## config.mk

```make
export PLATFORM = sky130hd
export DESIGN_NAME = refcounted_buffer_allocator
export DESIGN_NICKNAME = d
export VERILOG_FILES = /design/src/rtl/rba_pkg.sv /design/src/rtl/rba_free_list.sv /design/src/rtl/refcounted_buffer_allocator.sv
export SDC_FILE = /design/constraint.sdc
export NUM_CORES = 2
export LEC_CHECK = 0
export BUFFER_PORTS_ARGS = -buffer_cell sky130_fd_sc_hd__buf_2
export CORE_MARGIN = 3
export CORE_UTILIZATION = 60
export CTS_CLUSTER_DIAMETER = 40
export DETAILED_ROUTE_END_ITERATION = 16
export GPL_TIMING_DRIVEN = 0
export HOLD_SLACK_MARGIN = 0.06
export PLACE_DENSITY = 0.76
export SETUP_SLACK_MARGIN = 0.05
export SYNTH_ARGS = -nofsm -noshare
export SYNTH_HDL_FRONTEND = slang
export SYNTH_SLANG_ARGS = --single-unit
```

## constraint.sdc

```tcl
create_clock -name clk -period 19.6 [get_ports clk]
set_input_delay 3.92 -clock clk [delete_from_list [all_inputs] [get_ports clk]]
set_output_delay 3.92 -clock clk [all_outputs]
set_load 0.05 [all_outputs]
```

## src/rtl/rba_pkg.sv

```systemverilog
`timescale 1ns / 1ps
// ----------------------------------------------------------------------------
// Reference-counted buffer allocator package
// Operation and status codes, default sizes and the request and response
// payload types shared by the allocator and its free list.
// ----------------------------------------------------------------------------
package rba_pkg;

  localparam int NUM_INDICES_DEF = 256;
  localparam int NUM_BUFFERS_DEF = 64;
  localparam int COUNT_BITS_DEF  = 8;

  typedef enum logic [1:0] {
    FUNC_ALLOC = 2'd0,
    FUNC_INC   = 2'd1,
    FUNC_DEC   = 2'd2
  } func_t;

  typedef enum logic [1:0] {
    ST_OK        = 2'd0,
    ST_EXHAUSTED = 2'd1,
    ST_UNDERFLOW = 2'd2,
    ST_NOBUF     = 2'd3
  } status_t;

  typedef struct packed {
    logic [1:0] func;
    logic [7:0] tile_index;
  } req_t;

  typedef struct packed {
    logic [5:0] buffer_id;
    logic [1:0] status;
    logic [7:0] count_after;
    logic       freed;
  } rsp_t;

  typedef struct packed {
    logic pop;
    logic push;
  } fl_ctrl_t;

endpackage

```

## src/rtl/rba_free_list.sv

```systemverilog
`timescale 1ns / 1ps
// ----------------------------------------------------------------------------
// Free buffer list
// Ring of released buffer ids with a registered read of the head entry, so
// that the id to be popped next is always waiting in a register.
// ----------------------------------------------------------------------------
module rba_free_list #(
  parameter int NUM_BUFFERS = rba_pkg::NUM_BUFFERS_DEF,
  localparam int BUF_W = $clog2(NUM_BUFFERS)
) (
  input  logic              clk,
  input  logic              rst,
  input  rba_pkg::fl_ctrl_t ctrl,
  input  logic [BUF_W-1:0]  push_id,
  output logic [BUF_W-1:0]  head_id,
  output logic              nonempty
);

  localparam logic [BUF_W-1:0] LAST_POS = BUF_W'(NUM_BUFFERS - 1);
  localparam logic [BUF_W:0]   FULL_CNT = (BUF_W + 1)'(NUM_BUFFERS);

  logic [BUF_W-1:0] mem [NUM_BUFFERS];
  logic [BUF_W-1:0] head;
  logic [BUF_W-1:0] tail;
  logic [BUF_W:0]   count;
  logic [BUF_W-1:0] head_next;
  logic [BUF_W-1:0] tail_next;
  logic [BUF_W:0]   count_next;
  logic             push_ok;
  logic [BUF_W-1:0] head_rd;

  assign push_ok  = ctrl.push && (count != FULL_CNT);
  assign nonempty = (count != '0);
  assign head_id  = head_rd;

  always_comb begin
    head_next  = head;
    tail_next  = tail;
    count_next = count;
    if (ctrl.pop) begin
      head_next = (head == LAST_POS) ? '0 : head + BUF_W'(1);
    end
    if (push_ok) begin
      tail_next = (tail == LAST_POS) ? '0 : tail + BUF_W'(1);
    end
    if (ctrl.pop && !push_ok) begin
      count_next = count - (BUF_W + 1)'(1);
    end else if (push_ok && !ctrl.pop) begin
      count_next = count + (BUF_W + 1)'(1);
    end
  end

  always_ff @(posedge clk) begin
    if (rst) begin
      head  <= '0;
      tail  <= '0;
      count <= '0;
    end else begin
      head  <= head_next;
      tail  <= tail_next;
      count <= count_next;
    end
  end

  always_ff @(posedge clk) begin
    if (push_ok) begin
      mem[tail] <= push_id;
    end
    if (push_ok && (tail == head_next)) begin
      head_rd <= push_id;
    end else begin
      head_rd <= mem[head_next];
    end
  end

endmodule

```

## src/rtl/refcounted_buffer_allocator.sv

```systemverilog
`timescale 1ns / 1ps
// ----------------------------------------------------------------------------
// Reference-counted buffer allocator
// Maps tile indices to buffer ids, keeps a reference count per index and
// recycles released buffers through a free list.
// ----------------------------------------------------------------------------
// Requests arrive on the req channel (req_valid, req_stall, req) and each one
// produces exactly one response on the rsp channel (rsp_valid, rsp_stall,
// rsp), in request order.
// A request is taken into a working register at the transfer, where the map
// and count memories are read. When the output register is free or its
// response is being taken, the result is written to the output register.
// One request is accepted every cycle while the receiver does not stall.
// The registered memory read and the single read-modify-write of each table
// shape this pipeline; a write from the previous request is forwarded when the
// same index follows at once.
// Reset clears the valid bits of the map and the counts, the free list
// pointers and the fresh id counter; the block is ready in the cycle after
// reset is released.
// When the receiver stalls, the response is held and one more request may
// enter the working register; further requests then see req_stall high.
// ----------------------------------------------------------------------------
module refcounted_buffer_allocator #(
  parameter int NUM_INDICES = rba_pkg::NUM_INDICES_DEF,
  parameter int NUM_BUFFERS = rba_pkg::NUM_BUFFERS_DEF,
  parameter int COUNT_BITS  = rba_pkg::COUNT_BITS_DEF
) (
  input  logic          clk,
  input  logic          rst,
  input  logic          req_valid,
  output logic          req_stall,
  input  rba_pkg::req_t req,
  output logic          rsp_valid,
  input  logic          rsp_stall,
  output rba_pkg::rsp_t rsp
);

  localparam int IDX_W = (NUM_INDICES > 1) ? $clog2(NUM_INDICES) : 1;
  localparam int BUF_W = $clog2(NUM_BUFFERS);
  localparam logic [BUF_W:0] FRESH_END = (BUF_W + 1)'(NUM_BUFFERS);
  localparam logic [COUNT_BITS-1:0] CNT_MAX = {COUNT_BITS{1'b1}};

  logic [BUF_W-1:0]      map_mem [NUM_INDICES];
  logic [COUNT_BITS-1:0] cnt_mem [NUM_INDICES];
  logic [NUM_INDICES-1:0] map_vld;
  logic [NUM_INDICES-1:0] cnt_vld;

  logic                  req_fire;
  logic [IDX_W-1:0]      req_idx;
  logic                  s1_valid;
  logic                  s1_fire;
  logic [1:0]            s1_func;
  logic [IDX_W-1:0]      s1_idx;
  logic                  s1_in_range;
  logic [BUF_W-1:0]      map_rd;
  logic [COUNT_BITS-1:0] cnt_rd;

  logic                  fwd_map_vld;
  logic [IDX_W-1:0]      fwd_map_idx;
  logic [BUF_W-1:0]      fwd_map_id;
  logic                  fwd_cnt_vld;
  logic [IDX_W-1:0]      fwd_cnt_idx;
  logic [COUNT_BITS-1:0] fwd_cnt;

  logic [BUF_W:0]        fresh;
  logic                  fl_nonempty;
  logic [BUF_W-1:0]      fl_head_id;
  rba_pkg::fl_ctrl_t     fl_ctrl;

  logic                  mv;
  logic [BUF_W-1:0]      mid;
  logic [BUF_W-1:0]      cur_id;
  logic [COUNT_BITS-1:0] cnt;
  logic [COUNT_BITS-1:0] cnt_new;
  logic                  cnt_we;
  logic                  map_set;
  logic                  map_clr;
  logic                  do_pop;
  logic                  do_push;
  logic                  fresh_inc;
  logic [BUF_W-1:0]      res_id;
  rba_pkg::status_t      res_st;
  logic [COUNT_BITS-1:0] res_cnt;
  logic                  res_freed;

  assign req_fire  = req_valid && !req_stall;
  assign req_stall = s1_valid && !s1_fire;
  assign s1_fire   = s1_valid && (!rsp_valid || !rsp_stall);
  assign req_idx   = IDX_W'(req.tile_index);

  always_ff @(posedge clk) begin
    if (rst) begin
      s1_valid <= 1'b0;
    end else if (req_fire) begin
      s1_valid <= 1'b1;
    end else if (s1_fire) begin
      s1_valid <= 1'b0;
    end
  end

  always_ff @(posedge clk) begin
    if (req_fire) begin
      s1_func     <= req.func;
      s1_idx      <= req_idx;
      s1_in_range <= (32'(req.tile_index) < 32'(NUM_INDICES));
      map_rd      <= map_mem[req_idx];
      cnt_rd      <= cnt_mem[req_idx];
    end
  end

  always_comb begin
    mv     = map_vld[s1_idx];
    mid    = (fwd_map_vld && (fwd_map_idx == s1_idx)) ? fwd_map_id : map_rd;
    cur_id = mv ? mid : '0;
    if (!cnt_vld[s1_idx]) begin
      cnt = '0;
    end else if (fwd_cnt_vld && (fwd_cnt_idx == s1_idx)) begin
      cnt = fwd_cnt;
    end else begin
      cnt = cnt_rd;
    end
  end

  always_comb begin
    res_id    = '0;
    res_st    = rba_pkg::ST_OK;
    res_cnt   = '0;
    res_freed = 1'b0;
    cnt_new   = cnt;
    cnt_we    = 1'b0;
    map_set   = 1'b0;
    map_clr   = 1'b0;
    do_pop    = 1'b0;
    do_push   = 1'b0;
    fresh_inc = 1'b0;
    if (s1_in_range) begin
      unique case (s1_func)
        rba_pkg::FUNC_ALLOC: begin
          res_cnt = cnt;
          priority if (mv) begin
            res_id = mid;
          end else if (fl_nonempty) begin
            res_id  = fl_head_id;
            do_pop  = 1'b1;
            map_set = 1'b1;
          end else if (fresh != FRESH_END) begin
            res_id    = fresh[BUF_W-1:0];
            fresh_inc = 1'b1;
            map_set   = 1'b1;
          end else begin
            res_st = rba_pkg::ST_EXHAUSTED;
          end
        end
        rba_pkg::FUNC_INC: begin
          cnt_new = (cnt == CNT_MAX) ? cnt : cnt + COUNT_BITS'(1);
          cnt_we  = 1'b1;
          res_id  = cur_id;
          res_cnt = cnt_new;
        end
        rba_pkg::FUNC_DEC: begin
          cnt_new = cnt - COUNT_BITS'(1);
          priority if (cnt == '0) begin
            res_id = cur_id;
            res_st = rba_pkg::ST_UNDERFLOW;
          end else if (cnt_new != '0) begin
            cnt_we  = 1'b1;
            res_id  = cur_id;
            res_cnt = cnt_new;
          end else if (!mv) begin
            cnt_we = 1'b1;
            res_st = rba_pkg::ST_NOBUF;
          end else begin
            cnt_we    = 1'b1;
            res_id    = cur_id;
            res_freed = 1'b1;
            do_push   = 1'b1;
            map_clr   = 1'b1;
          end
        end
        default: begin
        end
      endcase
    end
  end

  assign fl_ctrl.pop  = s1_fire && do_pop;
  assign fl_ctrl.push = s1_fire && do_push;

  rba_free_list #(
    .NUM_BUFFERS (NUM_BUFFERS)
  ) u_free_list (
    .clk      (clk),
    .rst      (rst),
    .ctrl     (fl_ctrl),
    .push_id  (cur_id),
    .head_id  (fl_head_id),
    .nonempty (fl_nonempty)
  );

  always_ff @(posedge clk) begin
    if (s1_fire && map_set) begin
      map_mem[s1_idx] <= res_id;
    end
    if (s1_fire && cnt_we) begin
      cnt_mem[s1_idx] <= cnt_new;
    end
    if (s1_fire && map_set) begin
      fwd_map_idx <= s1_idx;
      fwd_map_id  <= res_id;
    end
    if (s1_fire && cnt_we) begin
      fwd_cnt_idx <= s1_idx;
      fwd_cnt     <= cnt_new;
    end
  end

  always_ff @(posedge clk) begin
    if (rst) begin
      map_vld     <= '0;
      cnt_vld     <= '0;
      fwd_map_vld <= 1'b0;
      fwd_cnt_vld <= 1'b0;
      fresh       <= '0;
    end else begin
      if (s1_fire && map_set) begin
        map_vld[s1_idx] <= 1'b1;
        fwd_map_vld     <= 1'b1;
      end else if (s1_fire && map_clr) begin
        map_vld[s1_idx] <= 1'b0;
      end
      if (s1_fire && cnt_we) begin
        cnt_vld[s1_idx] <= 1'b1;
        fwd_cnt_vld     <= 1'b1;
      end
      if (s1_fire && fresh_inc) begin
        fresh <= fresh + (BUF_W + 1)'(1);
      end
    end
  end

  always_ff @(posedge clk) begin
    if (rst) begin
      rsp_valid <= 1'b0;
    end else if (s1_fire) begin
      rsp_valid <= 1'b1;
    end else if (!rsp_stall) begin
      rsp_valid <= 1'b0;
    end
  end

  always_ff @(posedge clk) begin
    if (s1_fire) begin
      rsp.buffer_id   <= 6'(res_id);
      rsp.status      <= res_st;
      rsp.count_after <= 8'(res_cnt);
      rsp.freed       <= res_freed;
    end
  end

  a_pop_nonempty: assert property (@(posedge clk) disable iff (rst)
    fl_ctrl.pop |-> fl_nonempty)
    else $error("A buffer was taken from an empty free list.");

  a_pop_push_excl: assert property (@(posedge clk) disable iff (rst)
    fl_ctrl.pop |-> !fl_ctrl.push)
    else $error("One request both took and released a buffer.");

  a_fire_rsp: assert property (@(posedge clk) disable iff (rst)
    s1_fire |=> rsp_valid)
    else $error("A completed request left no response.");

  a_s1_hold: assert property (@(posedge clk) disable iff (rst)
    s1_valid && !s1_fire |=> s1_valid && $stable(s1_idx) && $stable(s1_func))
    else $error("A held request changed before its response was written.");

  a_freed_ok: assert property (@(posedge clk) disable iff (rst)
    s1_fire && res_freed |-> map_clr && fl_ctrl.push && (cnt_new == '0))
    else $error("A buffer was released without clearing its mapping.");

endmodule

```

Word-level counts from Yosys, hierarchy flattened. Memories as Yosys holds them, arrays and structs flattened. A register that Yosys moved wholly into a read port is not among the register bits. Cells that the tools add are included.

Reduce and logical (&&, ||, !) cells: 28. Bitwise gates (word level): 4. Equality and inequality tests: 10. $lt $le $gt $ge: 2. $add $sub $neg: 7. Muxes and demuxes: 62.

Operators by type and width (number): $mux W256 (2); $or A256 B256 Y256 (2); $and A256 B256 Y256 (1); $not A256 Y256 (1); $mux W6 (11); $mux W8 (5); $mux W1 (31); $pmux W8 S3 (1); $pmux W6 S3 (1); $bmux W1 S8 (2); $eq A8 B8 Y1 (2); $pmux W8 S2 (1); $add A7 B1 Y7 const B (2); $logic_and A1 B1 Y1 (14); $mux W7 (2); $ne A7 B7 Y1 const B (2); $add A6 B1 Y6 const B (2); $eq A6 B6 Y1 const B (2); $lt A8 B9 Y1 const B (1); $add A8 B1 Y8 const B (1); $demux W1 S8 (1); $eq A8 B8 Y1 const B (1); $ge A8 B1 Y1 const B (1); $logic_not A8 Y1 (1); 14 further kinds (23).

Bits of input ports: 14. Word-level logic and storage cells: 136. Memories kept: 3. Memory bits (writable): 3968. Register bits after elaboration: 599. Output and inout bits: 19.

Memories: cnt_mem (words 256, bits a word 8, rd ports 1, clocked after memory_dff 1, wr ports 1, line refcounted_buffer_allocator.sv:44) `logic [COUNT_BITS-1:0] cnt_mem [NUM_INDICES];`; map_mem (words 256, bits a word 6, rd ports 1, clocked after memory_dff 1, wr ports 1, line refcounted_buffer_allocator.sv:43) `logic [BUF_W-1:0] map_mem [NUM_INDICES];`; u_free_list.mem (words 64, bits a word 6, rd ports 1, clocked after memory_dff 1, wr ports 1, line rba_free_list.sv:22) `logic [BUF_W-1:0] mem [NUM_BUFFERS];`.

Depth between registers and ports, before layout.
Word-level depth: 14. Gate-level depth with buffers: 34. Depth with buffers taken out: 24.

Hierarchy. Synthesis repeated with hierarchy kept, for this count alone.

Cell total of the unflattened synthesis: 9702. Area total of the unflattened synthesis: 184514.5 um2.

Modules (own cells, without submodules): refcounted_buffer_allocator (cells an instance 8829, seq. area each 120225.3 um2, instances 1, area each 168126.2 um2); rba_free_list (cells an instance 873, seq. area each 12031.5 um2, instances 1, area each 16388.2 um2).

Worst setup path after synthesis. OpenSTA, ideal clock, no wires.

Kind: reg2reg. From: register s1_idx[1]. To: memory cnt_mem[0][3] (netlist name) (data pin). Arrival: 14.814 ns. Setup time: 2.273 ns. Required time: 17.327 ns. Slack: 2.513 ns. Clock period less this slack: 17.087 ns. Path buffers: 8. Cell stages (with the launch flop): 23. Cells stage by stage: edfxtp_1 > buf_6 > buf_12 > buf_12 > buf_12 > buf_12 > buf_12 > mux2i_1 > a22oi_1 > nand3_1 > a41o_1 > o211a_1 > clkbuf_1 > or3_1 > clkbuf_1 > inv_1 > ha_1 > nand4_1 > mux2_2 > nor3_1 > or3_1 > a221oi_1 > o32ai_1.

Word-level cells in the longest chain between the ends: 7. Elaborated cells on any way between the ends: 11. Classes of those cells: 2 x add/sub; 2 x eq/ne; 6 x mux; 1 x reduce/logical.

Ends and longest elaborated chain: from (decl) (line refcounted_buffer_allocator.sv:53) `logic [IDX_W-1:0] s1_idx;`; from (signal assigned) (line refcounted_buffer_allocator.sv:104) `s1_idx <= req_idx;`; parallel branches: the longest is 3 deep, another holds $bmux W1 S8; $mux W8 * (line refcounted_buffer_allocator.sv:115) `if (!cnt_vld[s1_idx]) begin`; $add A8 B1 Y8 / $eq A8 B8 Y1 (equally long branches) (line refcounted_buffer_allocator.sv:155) `cnt_new = (cnt == CNT_MAX) ? cnt : cnt + COUNT_BITS'(1);`; $mux W8 (line refcounted_buffer_allocator.sv:155); $pmux W8 S2 * (line refcounted_buffer_allocator.sv:137) `unique case (s1_func)`; named net cnt_new[3] (line refcounted_buffer_allocator.sv:74) `logic [COUNT_BITS-1:0] cnt_new;`; to (decl) (line refcounted_buffer_allocator.sv:44).

Mark *: on every way through the listed nets, which the timed path passes. The select of a mux whose other input is x is not followed.

Final worst setup path.
From: register s1_idx[3]. To: register fwd_cnt[7] (enable).

Word-level cells in the longest chain between the ends: 8. Elaborated cells on any way between the ends: 10. Classes of those cells: 1 x eq/ne; 6 x mux; 3 x reduce/logical.

Ends and longest elaborated chain: parallel branches: the longest is 3 deep, another holds $bmux W1 S8; $mux W8 * (line refcounted_buffer_allocator.sv:115); $logic_not A8 Y1 * (line refcounted_buffer_allocator.sv:162) `priority if (cnt == '0) begin`; $mux W1 * (line refcounted_buffer_allocator.sv:162); $pmux W1 S2 * (line refcounted_buffer_allocator.sv:137); $logic_and A1 B1 Y1 * (line refcounted_buffer_allocator.sv:211) `if (s1_fire && cnt_we) begin`; to (signal assigned) (line refcounted_buffer_allocator.sv:213) `fwd_cnt <= cnt_new;`; to (decl) (line refcounted_buffer_allocator.sv:63) `logic [COUNT_BITS-1:0] fwd_cnt;`.

Every way passes the cells marked *. The select of a mux whose other input is x is not followed. A chain may end at the register's enable or synchronous reset.

==> flow_summary.yaml <==
final_layout:
  syn_to_final_growth_pct: 16.2
  drive_above_1_share_pct: 27.5
  nets: 10700
  fin_util_pct: 70.2
synth:
  netlist_top_cells_area: "edfxtp_1 (66%), mux4_2 (17%), dfxtp_1 (5.9%)"
  async_reset_ff_share_pct: 0
  synthSimpleGateAreaFrac_pct: 4.18
  synth_compound_area_share_pct: 3.46
  syn-mean-instance-area_um2: 18.7
  ys_ff_latch: 4587
  synthAdderAreaFrac_pct: 0.102
  muxShareOfSynthArea_pct: 18.1
  syn_nets: 9927
  ys.flop_type: "edfxtp_1"
  ys_seq_area_share_pct: 71.6
  synth_top_area_cell: "edfxtp_1"
  synth_edf_count: 4039
  synth_top_area_share_pct: 65.6
  synth_area_um2: 185000
  syn_inst: 9898
  synth_top_family_by_area: "multiplexers"
  ys_warn_count: 0
  synth_xor_area_share_pct: 0.161
  synth.distinct_cells: 92
floorplanning:
  core-area_um2: 306000
  rows: 203
  die_width_um: 561
  die_area_um2: 315000
  pin_count: 33
  die_h_um: 561
  initial_utilization_pct: 60.4
clocking:
  clock_sinks: 4587
  clk_latency_ns: 1.09
  htree_num_levels: 6
  cts_inserted_buffers: 559
  cts_tree: "yes"
  cts_resized: 0
  cts-root-buf: "clkbuf_16"
  cts_setup_buffers: 0
  cts_buffer_depth: 4
  clk_transition_reported_paths_ns: 0.06
  hold_buffers: 0
route:
  route.detailed.drc: 0
  vias_per_cell: 7.44
  vias: 114000
  wl_per_cell_um: 43.6
  first_iter_violations: 22300
  antenna_left: 0
  wl_um: 668000
  drtPass1Iterations: 10
global_routing:
  antenna_found_initial: 102
  first_global_vias: 111000
  grt_pass1_wl_um: 911000
  grt_max_degree: 97
  grt_overflow: 0
  grt_usage_pct: 42.4
timing:
  maxSlewViolCount: 130
  finalHoldViolCount: 0
  setup_viol: 0
  fin_worst_skew_ns: 0.0685
  fmax_mhz: 85.9
  worst_pin_slew_ns: 1.69
  worst_slack_ns: 7.96
  period_needed_ns: 11.64
  rsz0062_at_grt: "no"
  slew_headroom_pct: -12.7
  period_share_pct: 59.4
worst_setup_path:
  startpoint_type: "flip-flop"
  crit_path_start: "s1_idx[3]$_DFFE_PP_"
  r2r_start: "s1_idx[3]$_DFFE_PP_"
  crit_fanout: 16
  endpoint_kind: "flip-flop"
  path_class: "flip-flop to flip-flop"
  cp.required_ns: 20.17
  cp.arrival_ns: 12.22
placement:
  dp_hpwl_um: 456000
  dp_slack_ns: 8.67
  port_buffers: 31
  place_congestion: 1.09
pwr:
  leakage_nw: 69.5
  power.total_mw: 23.2
  powerDensity_nw_per_um2: 108
  ir_drop_mv: 0.0934
worst_hold_path:
  hp-start: "cnt_vld[49]$_SDFFE_PP0P_"
  hold_class: "flip-flop to flip-flop"
outcome:
  failed_checks: "max-capacitance violations, max-slew violations"
  status: "complete, but fails checks"
flow_run:
  maxCapViolations: 14
-- worst max-delay path: stages, from the launching register on --
cell	delay (ns)
edfxtp_1	0.36
buf_4	0.39
buf_6	0.35
buf_2	0.60
buf_2	0.65
buf_2	0.52
mux4_2	0.43
nand2_1	0.11
nand4_1	0.15
a31oi_1	0.56
o211a_1	0.51
clkbuf_1	0.50
nor2_2	0.26
nand2_1	0.28
ha_1	0.41
inv_1	0.14
o31ai_1	1.05
a21oi_1	0.69
nand2_1	0.95
clkbuf_1	1.24
inv_1	0.88
-- cell usage after synthesis (5+ instances only) --
cell         n
nand2b_1    16
mux4_2    1411
nor3_1     244
o21ai_0     20
nor4_1      71
ha_1        15
edfxtp_1  4039
buf_2       96
and3_1       8
nand2_1    354
buf_6        9
nand3b_1     5
a21oi_1    296
dfxtp_1    548
nand3_1    309
a22oi_1     18
nor2b_1     14
mux4_1      29
or3_1       17
clkbuf_1   532
nor2_1     638
mux2i_1     72
o22ai_1      7
xnor2_1     20
mux2_2      15
buf_4       28
xor2_1      14
inv_1      281
and2_1       9
nand4_1     17
o31ai_1     11
buf_12      10
buf_1       97
a211o_1      6
a31oi_1    264
o41ai_1    259
-- report_power, final --
part / switching [mW] / internal, mW
combinational: 1.12 / 0.439
sequential: 0.0101 / 10.8
clock: 4.44 / 6.46
-- layer usage --
layer / track usage [%] / share of wire (%) / vias up
met3: 13.5 / 14 / 2391
li1: - / - / 42400
met4: 27.0 / 8.1 / 64
met1: 55.6 / 34 / 58600
met2: 62.2 / 44 / 10600
met5: 0.301 / 0.094 / -
-- layout by cell type (no fill, tap or decap), types with 20 or more instances in the layout --
cell type	netlist	final
inv_1	281	281
clkbuf_2	0	81
xnor2_1	20	20
buf_2	96	147
bufinv_16	0	74
clkinv_1	2	56
buf_12	10	63
dfxtp_1	548	548
edfxtp_1	4039	4039
buf_1	97	81
nand2_1	354	354
mux2i_1	72	72
mux4_1	29	29
a31oi_1	264	264
buf_16	0	32
clkbuf_8	0	20
clkbuf_1	532	538
o41ai_1	259	259
nor2_1	638	623
clkinv_2	0	46
nor4_2	1	29
clkinvlp_4	0	46
inv_6	0	47
a21oi_1	296	290
nor3_1	244	50
nand3_1	309	309
diode_2	0	66
buf_6	9	107
nor4_1	71	43
clkbuf_16	0	563
buf_4	28	38
clkinv_4	0	22
nor3_2	0	194
clkinv_16	0	22
o21ai_0	20	20
mux4_2	1411	1411
-- registers in the layout, indices dropped and copies added, names as in the netlist, 8 cells and up, named ones only --
signal           count
s1_idx               8
cnt_rd               8
cnt_mem           2048
rsp                 17
u_free_list.mem    384
fwd_cnt              8
map_mem           1536
fwd_cnt_idx          8
fwd_map_idx          8
cnt_vld            256
-- per-stage QoR --
| stage | TNS, ns | area (um2) | hold slack, ns | cells |
|---|---|---|---|---|
| floorplan | 0 | 185000 | 0.428 | 9898 |
| global placement | -7900.78 | 190000 | 0.442 | 14000 |
| detailed placement | 0 | 195000 | 0.453 | 14200 |
| CTS | 0 | 214000 | 0.459 | 15300 |
| global route | 0 | 215000 | 0.471 | 15300 |
| finish | 0 | 215000 | 0.460 | 15300 |
-- final timing paths --
kind	to	slack, ns	depth (start not counted)
worst min register to register	cnt_vld[49]$_SDFFE_PP0P_	0.46	2
worst max register to register	fwd_cnt[7]$_DFFE_PP_	7.96	20
worst max-delay path	fwd_cnt[7]$_DFFE_PP_	7.96	20
worst min-delay path	cnt_vld[49]$_SDFFE_PP0P_	0.46	2
-- cell type report --
class	instances	area [um2]
Sequential cell	4587	132000
Fill cell	18200	91300
Multi-Input combinational cell	4253	49500
Clock buffer	658	14600
Tap cell	4100	5130
Clock inverter	353	4930
Timing Repair Buffer	258	3600
Buffer	773	3470
Inverter	285	1070
Antenna cell	66	165
-- cell families (layout without fill, tap and decap cells) --
family | after synthesis | in the layout
DFF | 4587 | 4587
and+or+nand+nor | 1727 | 1727
muxes | 1531 | 1531
buffers and inverters | 1058 | 2327
AOI/OAI and AO/OA | 946 | 946
xor gates and xnor gates | 34 | 34
adders and majority gates | 15 | 15
other | 0 | 66
Power figures use the tool's default switching activity.
